`config.mk`:
```
export PLATFORM = sky130hd
export DESIGN_NAME = mmde_mac
export DESIGN_NICKNAME = d
export VERILOG_FILES = /design/src/sv/mmde_pkg.sv /design/src/sv/mmde_mac.sv
export SDC_FILE = /design/constraint.sdc
export NUM_CORES = 1
export LEC_CHECK = 0
export ABC_CLOCK_PERIOD_IN_PS = 8800
export BUFFER_PORTS_ARGS = -buffer_cell sky130_fd_sc_hd__clkbuf_2
export CAP_MARGIN = 20
export CELL_PAD_IN_SITES_DETAIL_PLACEMENT = 0
export CELL_PAD_IN_SITES_GLOBAL_PLACEMENT = 1
export CORE_ASPECT_RATIO = 1.1
export CORE_MARGIN = 2
export CORE_UTILIZATION = 30
export CTS_CLUSTER_DIAMETER = 30
export DETAILED_ROUTE_END_ITERATION = 6
export PLACE_DENSITY = 0.66
export SLEW_MARGIN = 20
export SYNTH_ARGS = -nofsm -noshare
export SYNTH_HDL_FRONTEND = slang
export SYNTH_SLANG_ARGS = --single-unit
export TNS_END_PERCENT = 20
```
`constraint.sdc`:
```
create_clock -name clk -period 8.8 [get_ports clk]
set_input_delay 1.76 -clock clk [delete_from_list [all_inputs] [get_ports clk]]
set_output_delay 1.76 -clock clk [all_outputs]
set_load 0.01 [all_outputs]
```
`src/sv/mmde_pkg.sv`:
```
// Shared constants, codes and control structs for the matrix multiply dot engine.
package mmde_pkg;

  // Fixed field widths of the ports
  localparam int unsigned KIND_W    = 2;
  localparam int unsigned IDX_W     = 4;
  localparam int unsigned ELEM_W    = 16;
  localparam int unsigned SIZE_W    = 5;
  localparam int unsigned PROD_W    = 32;
  localparam int unsigned CFG_IDX_W = 2;

  // Defaults for the top-level parameters
  localparam int unsigned MAX_DIM_DEF   = 16;
  localparam int unsigned ELEM_BITS_DEF = 16;

  // Size register value after reset
  localparam logic [SIZE_W-1:0] SIZE_RESET = SIZE_W'(16);

  // Item kinds
  localparam logic [KIND_W-1:0] KIND_WR_A = 2'd0;
  localparam logic [KIND_W-1:0] KIND_WR_B = 2'd1;
  localparam logic [KIND_W-1:0] KIND_RD   = 2'd2;

  // Configuration register indexes
  localparam logic [CFG_IDX_W-1:0] REG_ROWS_A    = 2'd0;
  localparam logic [CFG_IDX_W-1:0] REG_INNER_DIM = 2'd1;
  localparam logic [CFG_IDX_W-1:0] REG_COLS_B    = 2'd2;

  // Sequencer to multiply-accumulate unit
  typedef struct packed {
    logic clear;     // start a new sum
    logic op_valid;  // operand pair arrives from the stores
    logic op_last;   // this pair closes the dot product
  } mac_ctrl_t;

  // Multiply-accumulate unit to sequencer
  typedef struct packed {
    logic done;      // last term is being added at this edge
  } mac_stat_t;

endpackage

```
`src/sv/mmde_mac.sv`:
```
// Registered multiply, wide accumulator and 32-bit saturation for one dot product.
module mmde_mac #(
  parameter int unsigned EW    = 16,
  parameter int unsigned ACC_W = 2 * EW + 5
) (
  input  logic                          clk,
  input  logic                          rst,
  input  mmde_pkg::mac_ctrl_t           ctrl,
  input  logic [EW-1:0]                 a_data,
  input  logic [EW-1:0]                 b_data,
  output mmde_pkg::mac_stat_t           stat,
  output logic [mmde_pkg::PROD_W-1:0]   sat_value
);

  localparam int unsigned SAT_W = (ACC_W > 33) ? ACC_W : 33;
  localparam logic signed [SAT_W-1:0] SAT_MAX = SAT_W'(64'sh0000_0000_7FFF_FFFF);
  localparam logic signed [SAT_W-1:0] SAT_MIN = SAT_W'(-64'sh0000_0000_8000_0000);

  logic signed [2*EW-1:0]  prod;
  logic                    prod_valid;
  logic                    prod_last;
  logic signed [ACC_W-1:0] acc;
  logic signed [SAT_W-1:0] acc_ext;

  // Multiply stage
  always_ff @(posedge clk) begin
    prod <= $signed(a_data) * $signed(b_data);
  end

  always_ff @(posedge clk) begin
    if (rst) begin
      prod_valid <= 1'b0;
      prod_last  <= 1'b0;
    end else begin
      prod_valid <= ctrl.op_valid;
      prod_last  <= ctrl.op_valid && ctrl.op_last;
    end
  end

  // Accumulate stage
  always_ff @(posedge clk) begin
    if (ctrl.clear) begin
      acc <= '0;
    end else if (prod_valid) begin
      acc <= acc + ACC_W'(prod);
    end
  end

  assign stat.done = prod_valid && prod_last;

  // Clip the exact sum to the signed 32-bit range
  assign acc_ext = SAT_W'(acc);

  always_comb begin
    if (acc_ext > SAT_MAX) begin
      sat_value = SAT_MAX[mmde_pkg::PROD_W-1:0];
    end else if (acc_ext < SAT_MIN) begin
      sat_value = SAT_MIN[mmde_pkg::PROD_W-1:0];
    end else begin
      sat_value = acc_ext[mmde_pkg::PROD_W-1:0];
    end
  end

endmodule

```
==> out/metrics.cfg <==
[synthesis]
synth_mux_area_share_pct = 1.221
syn_avg_cell_area_um2 = 8.943
synth_fp_nets = 1976
synth_top_family_by_area = adder cells
synth_async_sr_flop_share_pct = 0
yosys.area_share.simple_pct = 14.74
yosysWarningCount = 0
ys_seq_area_share_pct = 10.20
syn_inst = 1558
ys_types = 59
netlist_area_um2 = 13930
synth-adder-area-share_pct = 48.38
synth-edff-count = 0
synth_flop_cell = dfxtp_1
synth_xor_area_share_pct = 4.400
yosys_register_bits = 71
synth_compound_area_share_pct = 10.57

[cts]
cts-buffers-inserted = 9
htree_levels = 3
holdBufCountCts = 0
cts-root-buf = clkbuf_16
postCtsResizedCells = 0
clockBufferDepth = 2
cts_tree = built
postCtsSetupRepairBufs = 0
cts_sinks = 71
clkTransAtPathRegs_ps = 60
clock_latency_ps = 340

[sta]
slew_viol_final = 0
hold_violations = 0
fin_worst_skew_ps = 9.336
max_slew.worst_pin.slew_ps = 843.6
period_needed_ps = 7527
fmax_mhz = 132.9
finalCritPeriodShare_pct = 85.53
rsz0062_at_grt = false
fin_setup_tns_ps = 0
setup_viol = 0
relSlewSlack_pct = 43.76

[drt]
wl_per_cell_um = 15.78
drc = 0
drt_iter0_drc = 390
postRouteAntennaNets = 0
drt_wl_total_mm = 34.46
vias_per_cell = 4.652
first_pass_iters = 5
vias = 10160

[setup_path]
r2r_cells = 11
crit_fanout = 16
rr_endpoint = acc[36]
worst_path_most_repeated_cell = fa_1
path_delay_family = adder cells
critical_path_buf_inv_count = 5
critical_path.cell_chain = clkbuf_2, and2_1, fa_1, inv_1, fa_1, fa_1, inv_1, fa_1, fa_1, inv_1, fa_1, inv_1, ha_1, and4_1, nor2b_1, a2111oi_4, o31ai_2, a22oi_1, a21oi_1, a21o_1, a21oi_1, xnor2_1
critical_path_arrival_ps = 7730
slowest_stage = fa_1
reg2reg_slack_ps = 5820
crit_type = input pin to register
crit_path_max_incr_delay_ps = 530
crit_cells = 22
end_kind = register
crit_end = prod[31]
worstSetupStartpoint = b_data[4]
r2r-start = acc[7]
cp-start-kind = input pin
worstPathRequired_ps = 9010

[global_route]
antenna_found_initial = 1
grt_max_degree = 37
grt_pass1_vias = 10980
grtUsageTotal_pct = 15.05
grt_overflow = 0
grt_pass1_wl_mm = 57.33

[die]
core_um2 = 45760
die_height_um = 230.0
initial_core_util_pct = 30.45
die_x_um = 209.5
fp-row-count = 82
dieArea_um2 = 48190
io_pins = 70

[placed_design]
place_congestion = 0.8374
hpwl_mm = 28.60
numPortBuffers = 69

[hold_path]
hold_class = register to register

[flow_run]
cap_violations = 0

[final_layout]
layout_common_cells = 334 x inv_1, 263 x fa_1, 152 x nand2_1
drive_above_1_share_pct = 6.775
fillCellCount = 4822
final_common_cell = inv_1
fin_nets = 2008
syn_to_final_growth_pct = 8.738

[run_status]
status = completed

==> Yosys cell counts, drive strengths merged (3+ instances only) <==
| cell type | count | area (um2) |
|---|---|---|
| nand2 | 152 | 570.6 |
| and3 | 5 | 31.28 |
| and4 | 4 | 35.03 |
| a31o | 4 | 43.80 |
| nor3 | 9 | 50.05 |
| nor2b | 14 | 87.58 |
| o31ai | 7 | 57.55 |
| o21a | 7 | 52.55 |
| a21o | 65 | 489.2 |
| buf | 4 | 26.28 |
| nand4 | 5 | 31.28 |
| inv | 334 | 1254 |
| o21bai | 5 | 37.54 |
| dfxtp | 71 | 1421 |
| and2 | 124 | 775.7 |
| o211ai | 3 | 22.52 |
| a31oi | 5 | 37.53 |
| o21ai | 25 | 136.4 |
| a211oi | 8 | 75.08 |
| fa | 263 | 5265 |
| xor2 | 26 | 227.7 |
| nand3 | 10 | 50.05 |
| xnor2 | 44 | 385.4 |
| a21boi | 3 | 22.52 |
| ha | 118 | 1476 |
| nand2b | 16 | 100.1 |
| mux2i | 17 | 170.2 |
| a21oi | 64 | 327.8 |
| clkbuf | 48 | 181.4 |
| nor2 | 77 | 289.0 |
==> state kept, by name, indices dropped and copies added, names as in the netlist <==
name and cells:
acc 37, prod 32, prod_last 1, prod_valid 1
==> tightest hold or removal path, delay by kind of cell, from the launching register on <==
kind | cells | cell delay, ps
AO/OA/AOI/OAI | 1 | 50
flip-flops | 1 | 330
AND/OR/NAND/NOR | 1 | 90
==> cells by family after synthesis <==
| group | Yosys count |
|---|---|
| xor+xnor | 70 |
| fa+ha+maj | 381 |
| flops | 71 |
| buf+inv | 386 |
| compound gates | 212 |
| mux | 17 |
| simple gates | 421 |
==> metrics by stage <==
| stage | hold slack, ps | worst slack, ps | utilization (%) | instances | area, um2 |
|---|---|---|---|---|---|
| 3_5_place_dp | 509.9 | 879.6 | 32.44 | 2166 | 14840 |
| 3_3_place_gp | 503.2 | 944.1 | 32.41 | 2165 | 14830 |
| 5_1_grt | 548.4 | 916.8 | 33.10 | 2182 | 15150 |
| 2_1_floorplan | 478.0 | 1505 | - | 1558 | 13930 |
| 6_report | 515.0 | 1273 | 33.11 | 2183 | 15150 |
| 4_1_cts | 518.1 | 1233 | 33.07 | 2181 | 15130 |
==> final cells by class <==
cell class | count | area, um2 | area share (%)
Antenna cell | 1 | 2.502 | 0.01652
Clock buffer | 10 | 229.0 | 1.511
Clock inverter | 5 | 60.06 | 0.3964
Inverter | 334 | 1254 | 8.275
Multi-Input combinational cell | 1101 | 11060 | 72.99
Sequential cell | 71 | 1421 | 9.381
Tap cell | 588 | 735.7 | 4.856
Timing Repair Buffer | 73 | 390.4 | 2.577
==> routing by layer <==
metal,track usage [%],vias to the layer above,routed length [um]
met5,0,-,0
met4,4.743,0,995
met3,1.707,45,1166
met2,27.35,191,17450
met1,18.57,5069,14850
li1,-,4850,-
==> worst min path at each step <==
stage / from / end / slack, ps / depth (start not counted)
3_5_place_dp: acc[1] / acc[1] / 510 / 2
6_report: acc[28] / acc[28] / 510 / 2
5_1_grt: acc[28] / acc[28] / 550 / 2
3_3_place_gp: acc[1] / acc[1] / 500 / 2
2_1_floorplan: acc[28] / acc[28] / 480 / 2
4_1_cts: acc[29] / acc[29] / 520 / 2
Power is left out: the tool's default activity adds up to more than one toggle a clock period on the data nets, which glitch-free logic cannot reach.
